--- config.mk ---
export PLATFORM = sky130hd
export DESIGN_NAME = adc_channel_scan_sequencer_flat
export DESIGN_NICKNAME = d
export VERILOG_FILES = /design/src/hw/rtl/acss_pkg.sv /design/src/hw/rtl/acss_if.sv /design/src/hw/rtl/adc_channel_scan_sequencer.sv /design/src/flat_wrapper.sv
export SDC_FILE = /design/constraint.sdc
export NUM_CORES = 1
export LEC_CHECK = 0
export BUFFER_PORTS_ARGS = -buffer_cell sky130_fd_sc_hd__buf_4
export CORE_UTILIZATION = 35
export CTS_BUF_LIST = sky130_fd_sc_hd__clkbuf_8
export DETAILED_ROUTE_END_ITERATION = 7
export GPL_TIMING_DRIVEN = 1
export SKIP_LAST_GASP = 1
export SLEW_MARGIN = 20
export SYNTH_ARGS = -nofsm -noshare
export SYNTH_HDL_FRONTEND = slang
export SYNTH_SLANG_ARGS = --single-unit
--- constraint.sdc ---
create_clock -name clk -period 28.9 [get_ports clk]
set_input_delay 1.445 -clock clk [delete_from_list [all_inputs] [get_ports clk]]
set_output_delay 1.445 -clock clk [all_outputs]
set_load 0.01 [all_outputs]
--- src/hw/rtl/acss_pkg.sv ---
// ----------------------------------------------------------------------------
// ADC scan sequencer package
// Shared widths, request and register codes, and the gain bias table.
// ----------------------------------------------------------------------------
package acss_pkg;

	// Field widths
	localparam int MAP_W    = 16;
	localparam int OFFSET_W = 12;
	localparam int GAIN_W   = 3;
	localparam int SAMPLE_W = 12;
	localparam int SLOT_W   = 4;
	localparam int CHAN_W   = 4;
	localparam int RAW_W    = 16;
	localparam int MV_W     = 33;
	localparam int LEN_W    = 5;
	localparam int CFG_IDX_W = 2;
	localparam int CFG_DATA_W = 16;

	// Parameter defaults
	localparam int NUM_CHANNELS_DEF = 16;
	localparam int SAMPLE_BITS_DEF  = 12;

	// Request codes
	typedef enum logic [1:0] {
		REQ_CONV_DONE = 2'd0,
		REQ_START     = 2'd1,
		REQ_STOP      = 2'd2,
		REQ_READ      = 2'd3
	} req_type_t;

	// Configuration register indexes
	localparam logic [CFG_IDX_W-1:0] CFG_CHANNEL_MAP = 2'd0;
	localparam logic [CFG_IDX_W-1:0] CFG_CAL_OFFSET  = 2'd1;
	localparam logic [CFG_IDX_W-1:0] CFG_PGA_GAIN    = 2'd2;

	// Gain codes
	localparam logic [GAIN_W-1:0] GAIN_RESET = 3'd2;
	localparam logic [GAIN_W-1:0] GAIN_OFF   = 3'd7;
	localparam logic [GAIN_W-1:0] GAIN_MAX_SHIFT = 3'd6;

	// Millivolt scale per LSB before the gain shift
	localparam logic signed [11:0] MV_PER_LSB = 12'sd1050;

	// Bias added after scaling, per gain code (Q15 millivolts)
	function automatic logic signed [MV_W-1:0] gain_bias(input logic [GAIN_W-1:0] g);
		logic signed [MV_W-1:0] b;
		begin
			case (g)
				3'd0: b = -33'sd103219200;
				3'd1: b = -33'sd34406400;
				3'd2: b = 33'sd0;
				3'd3: b = 33'sd17203200;
				3'd4: b = 33'sd25804800;
				3'd5: b = 33'sd30105600;
				3'd6: b = 33'sd32256000;
				default: b = 33'sd0;
			endcase
			return b;
		end
	endfunction

	// Population count of a channel map
	function automatic logic [LEN_W-1:0] pop_map(input logic [MAP_W-1:0] m);
		logic [LEN_W-1:0] n;
		begin
			n = '0;
			for (int i = 0; i < MAP_W; i++) begin
				n = n + LEN_W'(m[i]);
			end
			return n;
		end
	endfunction

endpackage

--- src/hw/rtl/acss_if.sv ---
// ----------------------------------------------------------------------------
// ADC scan sequencer channels
// Request and response valid/ready channels with their payloads.
// ----------------------------------------------------------------------------
interface acss_req_if;
	import acss_pkg::*;

	logic                valid;
	logic                ready;
	req_type_t           req_type;
	logic [SAMPLE_W-1:0] sample;
	logic [SLOT_W-1:0]   read_slot;

	modport source (output valid, req_type, sample, read_slot, input ready);
	modport sink   (input valid, req_type, sample, read_slot, output ready);
endinterface

interface acss_rsp_if;
	import acss_pkg::*;

	logic                   valid;
	logic                   ready;
	logic                   start_conversion;
	logic [CHAN_W-1:0]      next_channel;
	logic                   scan_empty;
	logic signed [RAW_W-1:0] raw_value;
	logic signed [MV_W-1:0] millivolts_q15;

	modport source (output valid, start_conversion, next_channel, scan_empty, raw_value,
		millivolts_q15, input ready);
	modport sink   (input valid, start_conversion, next_channel, scan_empty, raw_value,
		millivolts_q15, output ready);
endinterface

--- src/hw/rtl/adc_channel_scan_sequencer.sv ---
// ----------------------------------------------------------------------------
// ADC channel scan sequencer
// Round-robin scan controller for a SAR converter with calibrated readout.
// ----------------------------------------------------------------------------
// Usage:
//   req carries one request per handshake: conversion done (with its sample),
//   start scan, stop scan, or read of a stored slot. rsp returns exactly one
//   response per request: the next channel to convert when a conversion should
//   begin, the empty-map flag, and for reads the offset-corrected value and
//   its Q15 millivolt equivalent.
//   The cfg port writes channel_map, calibration_offset and pga_gain; write
//   it only while no request is in flight.
// Timing:
//   A request is registered on acceptance and its response is registered
//   once the output register is free. One request per cycle is sustained
//   while rsp does not stall; the read path (slot select, offset add,
//   one 16x12 multiply, shift and bias add) sits between those two registers.
// Reset and stall:
//   Reset stops the scan, clears the position and all stored samples, and
//   sets gain to 1x. When rsp stalls, the response holds and one further
//   request is taken into the input register; req.ready then drops.
// ----------------------------------------------------------------------------
module adc_channel_scan_sequencer #(
	parameter int NUM_CHANNELS = acss_pkg::NUM_CHANNELS_DEF,
	parameter int SAMPLE_BITS  = acss_pkg::SAMPLE_BITS_DEF
) (
	input  logic                                 clk,
	input  logic                                 arst_n,
	input  logic                                 cfg_we,
	input  logic [acss_pkg::CFG_IDX_W-1:0]       cfg_index,
	input  logic [acss_pkg::CFG_DATA_W-1:0]      cfg_data,
	acss_req_if.sink                             req,
	acss_rsp_if.source                           rsp
);
	import acss_pkg::*;

	localparam int LANES = (NUM_CHANNELS < MAP_W) ? NUM_CHANNELS : MAP_W;
	localparam logic [MAP_W-1:0] LANE_MASK = MAP_W'((33'd1 << LANES) - 33'd1);
	localparam int STORE_BITS = (SAMPLE_BITS < SAMPLE_W) ? SAMPLE_BITS : SAMPLE_W;
	localparam int SLOTS = 1 << SLOT_W;

	// Configuration and derived scan tables
	logic [MAP_W-1:0]         map_q;
	logic [OFFSET_W-1:0]      offset_q;
	logic [GAIN_W-1:0]        gain_q;
	logic [LEN_W-1:0]         len_q;
	logic [CHAN_W-1:0]        pfx_q [MAP_W];
	logic [MAP_W-1:0]         map_new;
	logic [CHAN_W-1:0]        pfx_new [MAP_W];

	// Scan state and sample store
	logic                     running_q;
	logic [SLOT_W-1:0]        pos_q;
	logic [STORE_BITS-1:0]    store_q [SLOTS];

	// Input stage
	logic                     valid_s1;
	req_type_t                req_type_s1;
	logic [STORE_BITS-1:0]    sample_s1;
	logic [SLOT_W-1:0]        slot_s1;

	// Output register
	logic                     rsp_valid_q;
	logic                     start_q;
	logic [CHAN_W-1:0]        chan_q;
	logic                     empty_q;
	logic signed [RAW_W-1:0]  raw_q;
	logic signed [MV_W-1:0]   mv_q;

	// Stage logic
	logic                     adv;
	logic                     take;
	logic                     scan_empty;
	logic [LEN_W-1:0]         next_wide;
	logic [SLOT_W-1:0]        pos_adv;
	logic [SLOT_W-1:0]        sel_pos;
	logic [CHAN_W-1:0]        sel_chan;
	logic                     start_d;
	logic                     running_d;
	logic [SLOT_W-1:0]        pos_d;
	logic                     store_we;
	logic signed [RAW_W-1:0]  raw_d;
	logic signed [27:0]       prod;
	logic signed [MV_W-1:0]   mv_d;
	logic                     is_read;

	// Handshake: the input register moves on when the output register frees
	assign adv       = !rsp_valid_q || rsp.ready;
	assign req.ready = !valid_s1 || adv;
	assign take      = valid_s1 && adv;

	// Derive usable map and per-channel prefix counts from a map write
	always_comb begin
		map_new = cfg_data[MAP_W-1:0] & LANE_MASK;
		for (int c = 0; c < MAP_W; c++) begin
			pfx_new[c] = CHAN_W'(pop_map(map_new & MAP_W'((33'd1 << c) - 33'd1)));
		end
	end

	// Hold configuration registers
	always_ff @(posedge clk or negedge arst_n) begin
		if (!arst_n) begin
			map_q    <= '0;
			offset_q <= '0;
			gain_q   <= GAIN_RESET;
			len_q    <= '0;
			for (int c = 0; c < MAP_W; c++) begin
				pfx_q[c] <= '0;
			end
		end else if (cfg_we) begin
			case (cfg_index)
				CFG_CHANNEL_MAP: begin
					map_q <= map_new;
					len_q <= pop_map(map_new);
					for (int c = 0; c < MAP_W; c++) begin
						pfx_q[c] <= pfx_new[c];
					end
				end
				CFG_CAL_OFFSET: offset_q <= cfg_data[OFFSET_W-1:0];
				CFG_PGA_GAIN:   gain_q   <= cfg_data[GAIN_W-1:0];
				default: ;
			endcase
		end
	end

	// Capture the request
	always_ff @(posedge clk or negedge arst_n) begin
		if (!arst_n) begin
			valid_s1 <= 1'b0;
		end else if (req.valid && req.ready) begin
			valid_s1 <= 1'b1;
		end else if (adv) begin
			valid_s1 <= 1'b0;
		end
	end

	always_ff @(posedge clk) begin
		if (req.valid && req.ready) begin
			req_type_s1 <= req.req_type;
			sample_s1   <= req.sample[STORE_BITS-1:0];
			slot_s1     <= req.read_slot;
		end
	end

	// Advance the scan position, wrapping at the scan length
	assign scan_empty = (len_q == '0);
	assign next_wide  = LEN_W'(pos_q) + LEN_W'(1);
	assign pos_adv    = (next_wide >= len_q) ? '0 : next_wide[SLOT_W-1:0];

	// Decode the request into next state and conversion request
	always_comb begin
		running_d = running_q;
		pos_d     = pos_q;
		start_d   = 1'b0;
		store_we  = 1'b0;
		sel_pos   = '0;
		is_read   = 1'b0;
		case (req_type_s1)
			REQ_CONV_DONE: begin
				if (running_q) begin
					store_we = 1'b1;
					pos_d    = pos_adv;
					sel_pos  = pos_adv;
					if (scan_empty) begin
						running_d = 1'b0;
					end else begin
						start_d = 1'b1;
					end
				end
			end
			REQ_START: begin
				if (!scan_empty) begin
					running_d = 1'b1;
					pos_d     = '0;
					start_d   = 1'b1;
				end
			end
			REQ_STOP: begin
				running_d = 1'b0;
				pos_d     = '0;
			end
			REQ_READ: is_read = 1'b1;
			default: ;
		endcase
	end

	// Pick the channel whose prefix count matches the selected position
	always_comb begin
		sel_chan = '0;
		for (int c = 0; c < MAP_W; c++) begin
			if (map_q[c] && pfx_q[c] == sel_pos) begin
				sel_chan = sel_chan | CHAN_W'(c);
			end
		end
	end

	// Apply calibration offset and scale to Q15 millivolts
	always_comb begin
		raw_d = RAW_W'({{(RAW_W-STORE_BITS){1'b0}}, store_q[slot_s1]})
			+ RAW_W'(signed'(offset_q));
		prod  = 28'(raw_d) * 28'(MV_PER_LSB);
		if (gain_q == GAIN_OFF) begin
			mv_d = '0;
		end else begin
			mv_d = (MV_W'(prod) <<< (GAIN_MAX_SHIFT - gain_q)) + gain_bias(gain_q);
		end
	end

	// Update scan state and sample store on each processed request
	always_ff @(posedge clk or negedge arst_n) begin
		if (!arst_n) begin
			running_q <= 1'b0;
			pos_q     <= '0;
			for (int s = 0; s < SLOTS; s++) begin
				store_q[s] <= '0;
			end
		end else if (take) begin
			running_q <= running_d;
			pos_q     <= pos_d;
			if (store_we) begin
				store_q[pos_q] <= sample_s1;
			end
		end
	end

	// Register the response
	always_ff @(posedge clk or negedge arst_n) begin
		if (!arst_n) begin
			rsp_valid_q <= 1'b0;
		end else if (adv) begin
			rsp_valid_q <= valid_s1;
		end
	end

	always_ff @(posedge clk) begin
		if (take) begin
			start_q <= start_d;
			chan_q  <= start_d ? sel_chan : '0;
			empty_q <= scan_empty;
			raw_q   <= is_read ? raw_d : '0;
			mv_q    <= is_read ? mv_d : '0;
		end
	end

	assign rsp.valid            = rsp_valid_q;
	assign rsp.start_conversion = start_q;
	assign rsp.next_channel     = chan_q;
	assign rsp.scan_empty       = empty_q;
	assign rsp.raw_value        = raw_q;
	assign rsp.millivolts_q15   = mv_q;

endmodule

--- src/flat_wrapper.sv ---
// flat-port wrapper written by rule: the top's interface ports become plain ports
module adc_channel_scan_sequencer_flat import acss_pkg::*;
#(
	parameter int NUM_CHANNELS = acss_pkg::NUM_CHANNELS_DEF,
	parameter int SAMPLE_BITS  = acss_pkg::SAMPLE_BITS_DEF
)
  (clk, arst_n, cfg_we, cfg_index, cfg_data, req_valid, req_req_type, req_sample, req_read_slot, req_ready, rsp_valid, rsp_start_conversion, rsp_next_channel, rsp_scan_empty, rsp_raw_value, rsp_millivolts_q15, rsp_ready);
  acss_req_if req_i ();
  acss_rsp_if rsp_i ();
  input  logic clk;
  input  logic arst_n;
  input  logic cfg_we;
  input  logic [acss_pkg::CFG_IDX_W-1:0] cfg_index;
  input  logic [acss_pkg::CFG_DATA_W-1:0] cfg_data;
  input wire logic [$bits(req_i.valid)-1:0] req_valid;
  input wire logic [$bits(req_i.req_type)-1:0] req_req_type;
  input wire logic [$bits(req_i.sample)-1:0] req_sample;
  input wire logic [$bits(req_i.read_slot)-1:0] req_read_slot;
  output wire logic [$bits(req_i.ready)-1:0] req_ready;
  output wire logic [$bits(rsp_i.valid)-1:0] rsp_valid;
  output wire logic [$bits(rsp_i.start_conversion)-1:0] rsp_start_conversion;
  output wire logic [$bits(rsp_i.next_channel)-1:0] rsp_next_channel;
  output wire logic [$bits(rsp_i.scan_empty)-1:0] rsp_scan_empty;
  output wire logic [$bits(rsp_i.raw_value)-1:0] rsp_raw_value;
  output wire logic [$bits(rsp_i.millivolts_q15)-1:0] rsp_millivolts_q15;
  input wire logic [$bits(rsp_i.ready)-1:0] rsp_ready;
  assign req_i.valid = req_valid;
  assign req_i.req_type = req_req_type;
  assign req_i.sample = req_sample;
  assign req_i.read_slot = req_read_slot;
  assign req_ready = req_i.ready;
  assign rsp_valid = rsp_i.valid;
  assign rsp_start_conversion = rsp_i.start_conversion;
  assign rsp_next_channel = rsp_i.next_channel;
  assign rsp_scan_empty = rsp_i.scan_empty;
  assign rsp_raw_value = rsp_i.raw_value;
  assign rsp_millivolts_q15 = rsp_i.millivolts_q15;
  assign rsp_i.ready = rsp_ready;
  adc_channel_scan_sequencer #(.NUM_CHANNELS(NUM_CHANNELS), .SAMPLE_BITS(SAMPLE_BITS)) u_core (.clk(clk), .arst_n(arst_n), .cfg_we(cfg_we), .cfg_index(cfg_index), .cfg_data(cfg_data), .req(req_i), .rsp(rsp_i));
endmodule
==> results.json, run 1 <==
{
  "grt_max_degree": 137,
  "synth-simple-area-share": 0.1003,
  "place_area_um2": 23300,
  "async_reset_ff_frac": 0.8045,
  "max_slew_margin": 0.2934,
  "synth-seq-cells": 358,
  "cp.arrival_ps": 12190,
  "min_period_over_period": 0.4041,
  "synthesis.instances": 1911,
  "hp-class": "reg2reg",
  "cts_buffer_depth": 3,
  "die_w_um": 251.1,
  "io_pins": 98,
  "cts-root-buf": "clkbuf_8",
  "initial_core_util": 0.3572,
  "clkLatencyLatePin_ps": 700,
  "drtIter0Drc": 729,
  "dr.pass1.iters": 5,
  "synth_area_um2": 21720,
  "worst_slew_pin_slew_ps": 1059,
  "synth_nets": 2138,
  "synthXorXnorAreaFrac": 0.06371,
  "cts_setup_buffers": 0,
  "fin_crit_ps": 11680,
  "cp_num_buf_inv": 5,
  "fillers": 5781,
  "ys.flop_type": "dfrtp_1",
  "synth-compound-area-share": 0.06406,
  "globalplace.congestion": 0.8435,
  "remaining_drc_errors": 0,
  "yosysSeqAreaShare": 0.4286,
  "avgSynthCellArea_um2": 11.37,
  "num_rows": 90,
  "drv_cap": 0,
  "grt_use_total": 0.1622,
  "rsz0062_at_grt": "false",
  "cts_tree": "done",
  "final_util": 0.4037,
  "setup_viol": 0,
  "yosysTopAreaCell": "dfrtp_1",
  "synth_cell_types": 75,
  "antenna_left": 0,
  "fin_skew_ps": 64.74,
  "vias": 14340,
  "coreArea_um2": 60810,
  "diodes": 0,
  "timing.fmax_mhz": 85.62,
  "wl_per_cell_um": 17.80,
  "drv_slew": 0,
  "final_cell_area_um2": 24550,
  "io_buffers": 96,
  "drive_above_1_share": 0.2600,
  "clkTransAtPathRegs_ps": 60,
  "cts_hold_buf": 0,
  "crit_type": "reg2reg",
  "netlist_top_cells_area": "dfrtp_1, mux2_2, edfxtp_1",
  "muxShareOfSynthArea": 0.1926,
  "totalWireLength_mm": 50.41,
  "critPathMaxFanout": 28,
  "htreeDepth": 2,
  "setup_tns_ps": 0,
  "cts-buffers-inserted": 60,
  "synth_edf_count": 70,
  "die_y_um": 251.1,
  "grt_pass1_vias": 14930,
  "status": "completed",
  "crit_family": "compound AO/OA/AOI/OAI gates",
  "syn_to_final_growth_pct": 13.01,
  "detail_route.vias_per_cell": 5.063,
  "critical_path_required_ps": 29410,
  "synth-adder-area-share": 0.1154,
  "yosys.area.top_type_share": 0.3306,
  "grt_pass1_wl_mm": 81.48,
  "synth_top_family_by_area": "multiplexers",
  "cpMostUsedCell": "o21ai_0",
  "grt-ovfl-total": 0,
  "die-area_um2": 63060,
  "ctsResizeCount": 0,
  "max_stage_delay_ps": 580,
  "nNetsFinal": 2229,
  "hold_viol_final": 0,
  "critPathCaptureType": "flip-flop",
  "ys.warnings.count": 0,
  "antenna_found_initial": 0,
  "cp_slowest_cell": "mux4_2",
  "reg2reg_slack_ps": 17220,
  "clkSinkCount": 358,
  "critPathLaunchType": "flip-flop",
  "dp_hpwl_mm": 34.85
}
layout make-up:
class	instances	area, um2	area share
Sequential cell	358	9310	0.3793
Clock inverter	41	240.2	0.009787
Timing Repair Buffer	117	925.9	0.03772
Tap cell	782	978.4	0.03986
Inverter	109	409.1	0.01667
Multi-Input combinational cell	1356	11730	0.4780
Clock buffer	69	949.7	0.03869
cell families (layout without fill, tap and decap cells):
family	count (synthesis)	count (layout)
DFF	358	358
muxes	313	313
buffers and inverters	197	336
AOI/OAI and AO/OA	220	220
xor gates and xnor gates	139	139
other	1	1
adders and majority gates	186	186
and+or+nand+nor	497	497
routing by layer:
layer,vias to the layer above,track usage,part of all wire
li1,6877,-,-
met3,80,0.02537,0.036
met5,-,0,0
met2,277,0.2771,0.49
met4,0,0.04808,0.022
met1,7103,0.2115,0.45
worst reg2reg max path: cells and delay by family (launching register included):
kind | cells | cell delay [ps]
AND/OR/NAND/NOR | 5 | 860
XOR/XNOR | 2 | 540
AO/OA/AOI/OAI | 19 | 3870
multiplexers | 4 | 1640
adder cells (fa/ha/maj) | 8 | 3080
flip-flops | 1 | 330
buffers and inverters | 5 | 1180
sequential cells by signal (all words and copies together), names as in the netlist, 2 cells and up:
signal,flops
u_core.gain_q,3
u_core.len_q,5
u_core.map_q,16
u_core.offset_q,12
u_core.pfx_q,53
u_core.pos_q,4
u_core.req_type_s1,2
u_core.rsp.millivolts_q15,32
u_core.rsp.next_channel,4
u_core.rsp.raw_value,14
u_core.sample_s1,12
u_core.slot_s1,4
u_core.store_q,192
synth_stat cells (all sizes together) (24+ instances only):
| library cell | number |
|---|---|
| a21oi | 56 |
| clkbuf | 73 |
| dfrtp | 287 |
| edfxtp | 70 |
| fa | 24 |
| ha | 162 |
| inv | 107 |
| mux2 | 230 |
| mux4 | 61 |
| nand2 | 265 |
| nor2 | 100 |
| o21ai | 63 |
| xnor2 | 78 |
| xor2 | 56 |
stage by stage:
step | std cells | hold WS [ps] | worst slack (ps)
after floorplan | 1911 | 437.6 | 18160
after global placement | 2720 | 458.6 | 17580
after detailed placement | 2720 | 462.4 | 17270
after CTS | 2830 | 477.1 | 17190
after global routing | 2832 | 500.2 | 16420
final | 2832 | 473.2 | 17220
worst paths after layout:
path / start / end / depth (start not counted)
min in group asynchronous: arst_n / u_core.pos_q[3] / 1
max in group asynchronous: arst_n / u_core.store_q[134] / 4
worst min-delay path: u_core.map_q[5] / u_core.map_q[5] / 2
worst max register to register: u_core.slot_s1[0] / u_core.rsp.millivolts_q15[30] / 43
worst min register to register: u_core.map_q[5] / u_core.map_q[5] / 2
worst max-delay path: u_core.slot_s1[0] / u_core.rsp.millivolts_q15[30] / 43
layout by cell type (no fill, tap or decap), types with 12 or more instances in the layout:
cell type / count
a21o_1: 23
dfrtp_1: 287
nand3_1: 19
nand2b_1: 19
clkbuf_8: 69
nor3_1: 13
xor2_1: 53
nor2_1: 87
ha_1: 162
o21ai_0: 61
mux2i_1: 22
nor2_2: 13
nor4_1: 14
mux2_2: 229
nand2_1: 265
inv_1: 130
a21oi_1: 56
xnor2_1: 72
a31oi_1: 12
mux4_2: 61
and2_1: 17
edfxtp_1: 70
buf_4: 114
fa_1: 24
Power of run 1 is left out: the tool's default activity adds up to more than one toggle a clock period on the data nets, which glitch-free logic cannot reach.
==> inputs of run 2 (changes only) <==
==> constraint.sdc (replaced) <==
create_clock -name clk -period 9.8 [get_ports clk]
set_input_delay 0.49 -clock clk [delete_from_list [all_inputs] [get_ports clk]]
set_output_delay 0.49 -clock clk [all_outputs]
set_load 0.01 [all_outputs]
==> results.json, run 2 (synthesis gave the netlist of run 1 again) <==
{
  "multi_input_area_um2": 12240,
  "clkTransAtPathRegs_ps": 60,
  "nNetsFinal": 2389,
  "setup_viol": 0,
  "drv_slew": 0,
  "setup_tns_ps": 0,
  "cts_tree": "done",
  "critPathCaptureType": "flip-flop",
  "grt-ovfl-total": 0,
  "dp_hpwl_mm": 36.29,
  "regArea_um2": 9310,
  "antenna_found_initial": 2,
  "fin_crit_ps": 9480,
  "pre_cts_ws_ps": -381.5,
  "crit_type": "reg2reg",
  "hold_slack_ps": 56.43,
  "vias": 15080,
  "cp_num_buf_inv": 8,
  "max_slew_margin": 0.2695,
  "syn_to_final_growth_pct": 22.45,
  "top_register": "u_core.store_q",
  "wl_per_cell_um": 17.53,
  "place_area_um2": 24200,
  "remaining_drc_errors": 0,
  "drive_above_1_share": 0.3433,
  "cts_buffer_depth": 3,
  "diodes": 0,
  "num_rows": 90,
  "die_w_um": 251.1,
  "detail_route.vias_per_cell": 5.038,
  "critPathMaxFanout": 5,
  "crit_family": "adder cells",
  "totalWireLength_mm": 52.46,
  "antenna_left": 0,
  "hp-class": "in2reg",
  "drv_cap": 0,
  "grt_use_total": 0.1650,
  "crit_start": "u_core.slot_s1[0]",
  "r2r_start": "u_core.slot_s1[0]",
  "cts-root-buf": "clkbuf_8",
  "dr.pass1.iters": 7,
  "grt_pass1_vias": 15320,
  "final_common_cell": "dfrtp_1",
  "critPathLaunchType": "flip-flop",
  "grt_max_degree": 126,
  "final_cell_area_um2": 26600,
  "htreeDepth": 2,
  "min_period_over_period": 0.9674,
  "timing.final.ws_setup_ps": 319.6,
  "io_buffers": 96,
  "clkLatencyLatePin_ps": 700,
  "clkSinkCount": 358,
  "fin_skew_ps": 32.38,
  "drtIter0Drc": 759,
  "coreArea_um2": 60810,
  "globalplace.congestion": 0.8302,
  "layout_common_cells": "dfrtp_1, nand2_1, buf_4",
  "largest_reg_flops": 192,
  "critical_path_required_ps": 10350,
  "grt_pass1_wl_mm": 82.88,
  "hold_viol_final": 0,
  "status": "completed",
  "initial_core_util": 0.3572,
  "cp.arrival_ps": 10030,
  "timing.fmax_mhz": 105.5,
  "cp_slowest_cell": "fa_1",
  "io_pins": 98,
  "max_stage_delay_ps": 530,
  "die-area_um2": 63060,
  "worst_slew_pin_slew_ps": 1095,
  "min-delay-start": "cfg_data[15]",
  "die_y_um": 251.1,
  "cts-buffers-inserted": 61,
  "fillers": 5648
}
-- run 2: final timing paths --
check	cells past startpoint	slack, ps	end
max in group asynchronous	3	7980	u_core.store_q[136]
min reg2reg	2	470	u_core.map_q[3]
max reg2reg	42	320	u_core.rsp.millivolts_q15[30]
min	3	60	u_core.map_q[15]
max	42	320	u_core.rsp.millivolts_q15[30]
min in group asynchronous	2	480	u_core.len_q[3]
-- run 2: cell type report --
| type | instances | area share |
|---|---|---|
| well taps | 782 | 0.03679 |
| clock inverters | 32 | 0.01054 |
| inverters | 109 | 0.01538 |
| clock buffers | 80 | 0.04140 |
| repair buffers | 276 | 0.08561 |
| multi-input cells | 1356 | 0.4602 |
| flip-flops and latches | 358 | 0.3500 |
-- run 2: layer usage --
layer	routed length, um	GRT usage
met4	1609	0.05923
met3	2065	0.03003
met5	13	0
met2	25620	0.2799
met1	23150	0.2102
-- run 2: metrics by stage --
stage               std cells  utilization
CTS                      2972       0.4254
global placement         2836       0.3980
finish                   2993       0.4374
global route             2993       0.4374
floorplan                1911            -
detailed placement       2836       0.3980
-- run 2: timing repair --
| action | 4_1_cts | 5_1_grt |
|---|---|---|
| hold buffers | 23 | 0 |
| setup endpoints to repair | 10 | 12 |
| buffers inserted | 0 | 19 |
| gates cloned | 1 | 2 |
| endpoints found under the hold margin | 144 | 0 |
| pin swaps | 0 | 67 |
| resized for setup | 11 | 103 |
-- run 2: worst reg2reg max path, delay by kind of cell (launching register included) --
kind	cells	cell delay [ps]
multiplexers	4	1580
flip-flops	1	490
AO/OA/AOI/OAI	15	2250
XOR/XNOR	2	400
adder cells (fa/ha/maj)	8	2780
AND/OR/NAND/NOR	5	1050
buffers and inverters	8	770
Power of run 2 is left out for the same reason.
==> inputs of run 3 (changes only) <==
==> constraint.sdc (replaced) <==
create_clock -name clk -period 12.1 [get_ports clk]
set_input_delay 0.605 -clock clk [delete_from_list [all_inputs] [get_ports clk]]
set_output_delay 0.605 -clock clk [all_outputs]
set_load 0.01 [all_outputs]
==> results.json, run 3 (synthesis gave the netlist of run 1 again) <==
{
  "worst_slew_pin_slew_ps": 1082,
  "clkLatencyLatePin_ps": 700,
  "critPathLaunchType": "flip-flop",
  "min_period_over_period": 0.9440,
  "htreeDepth": 2,
  "status": "completed",
  "dr.pass1.iters": 5,
  "pre_cts_ws_ps": 889.6,
  "cp_slowest_cell": "edfxtp_1",
  "multi_input_area_um2": 11730,
  "grt_max_degree": 161,
  "crit_family": "compound AO/OA/AOI/OAI gates",
  "hp-class": "in2reg",
  "totalWireLength_mm": 50.50,
  "die_y_um": 251.1,
  "num_rows": 90,
  "wl_per_cell_um": 17.85,
  "cts_buffer_depth": 3,
  "timing.final.ws_setup_ps": 677.2,
  "setup_tns_ps": 0,
  "detail_route.vias_per_cell": 5.058,
  "globalplace.congestion": 0.8401,
  "io_pins": 98,
  "regArea_um2": 9310,
  "top_register": "u_core.store_q",
  "remaining_drc_errors": 0,
  "timing.fmax_mhz": 87.54,
  "grt-ovfl-total": 0,
  "nNetsFinal": 2227,
  "cp.arrival_ps": 11960,
  "cts_tree": "done",
  "hold_viol_final": 0,
  "cp_num_buf_inv": 4,
  "hold_slack_ps": 84.10,
  "fillers": 5795,
  "antenna_left": 0,
  "io_buffers": 96,
  "clkSinkCount": 358,
  "cts-buffers-inserted": 60,
  "diodes": 0,
  "die_w_um": 251.1,
  "drv_slew": 0,
  "die-area_um2": 63060,
  "fin_skew_ps": 43.00,
  "drive_above_1_share": 0.2607,
  "grt_use_total": 0.1623,
  "max_slew_margin": 0.2782,
  "clkTransAtPathRegs_ps": 60,
  "fin_crit_ps": 11420,
  "grt_pass1_wl_mm": 81.34,
  "final_common_cell": "dfrtp_1",
  "layout_common_cells": "dfrtp_1, nand2_1, mux2_2",
  "setup_viol": 0,
  "drtIter0Drc": 853,
  "rsz0062_at_grt": "false",
  "coreArea_um2": 60810,
  "antenna_found_initial": 0,
  "vias": 14320,
  "critPathMaxFanout": 13,
  "grt_pass1_vias": 14880,
  "critPathCaptureType": "flip-flop",
  "cpMostUsedCell": "o21ai_0",
  "cts-root-buf": "clkbuf_8",
  "drv_cap": 0,
  "critical_path_required_ps": 12640,
  "initial_core_util": 0.3572,
  "max_stage_delay_ps": 770,
  "largest_reg_flops": 192,
  "ctsResizeCount": 0,
  "syn_to_final_growth_pct": 13.15,
  "dp_hpwl_mm": 35.01,
  "crit_type": "reg2reg"
}
==> run 3: layout make-up <==
type                    instances  area share
multi-input cells            1356      0.4774
flip-flops and latches        358      0.3788
clock buffers                  75     0.04200
well taps                     782     0.03981
repair buffers                115     0.03737
inverters                     109     0.01665
clock inverters                35    0.007942
==> run 3: metal layers <==
layer  vias to the layer above  part of all wire  GRT usage
li1                       6874                 -          -
met1                      7067              0.44     0.2048
met2                       277              0.49     0.2793
met3                        97             0.038    0.02589
met4                         0             0.031    0.06010
met5                         -                 0          0
==> run 3: worst paths after layout <==
path	start	endpoint	slack [ps]	cells past startpoint
max in group asynchronous	arst_n	u_core.pfx_q[41]	10510	3
min in group asynchronous	arst_n	u_core.running_q	390	2
worst min register to register	u_core.map_q[3]	u_core.map_q[3]	470	2
worst min-delay path	req_sample[9]	u_core.sample_s1[9]	80	1
worst max register to register	u_core.slot_s1[1]	u_core.rsp.millivolts_q15[30]	680	43
worst max-delay path	u_core.slot_s1[1]	u_core.rsp.millivolts_q15[30]	680	43
==> run 3: repair_timing <==
action                                  CTS  global route
endpoints found under the setup margin    0             0
endpoints found under the hold margin     0            38
hold buffers                              0             1
buffers inserted                          0             0
==> run 3: through the flow <==
stage               instance area [um2]  std cells    util
finish                            24580       2830  0.4042
global route                      24580       2830  0.4042
CTS                               24540       2828  0.4035
detailed placement                23310       2718  0.3834
global placement                  23310       2718  0.3834
floorplan                         21720       1911       -
Power of run 3 is left out for the same reason.
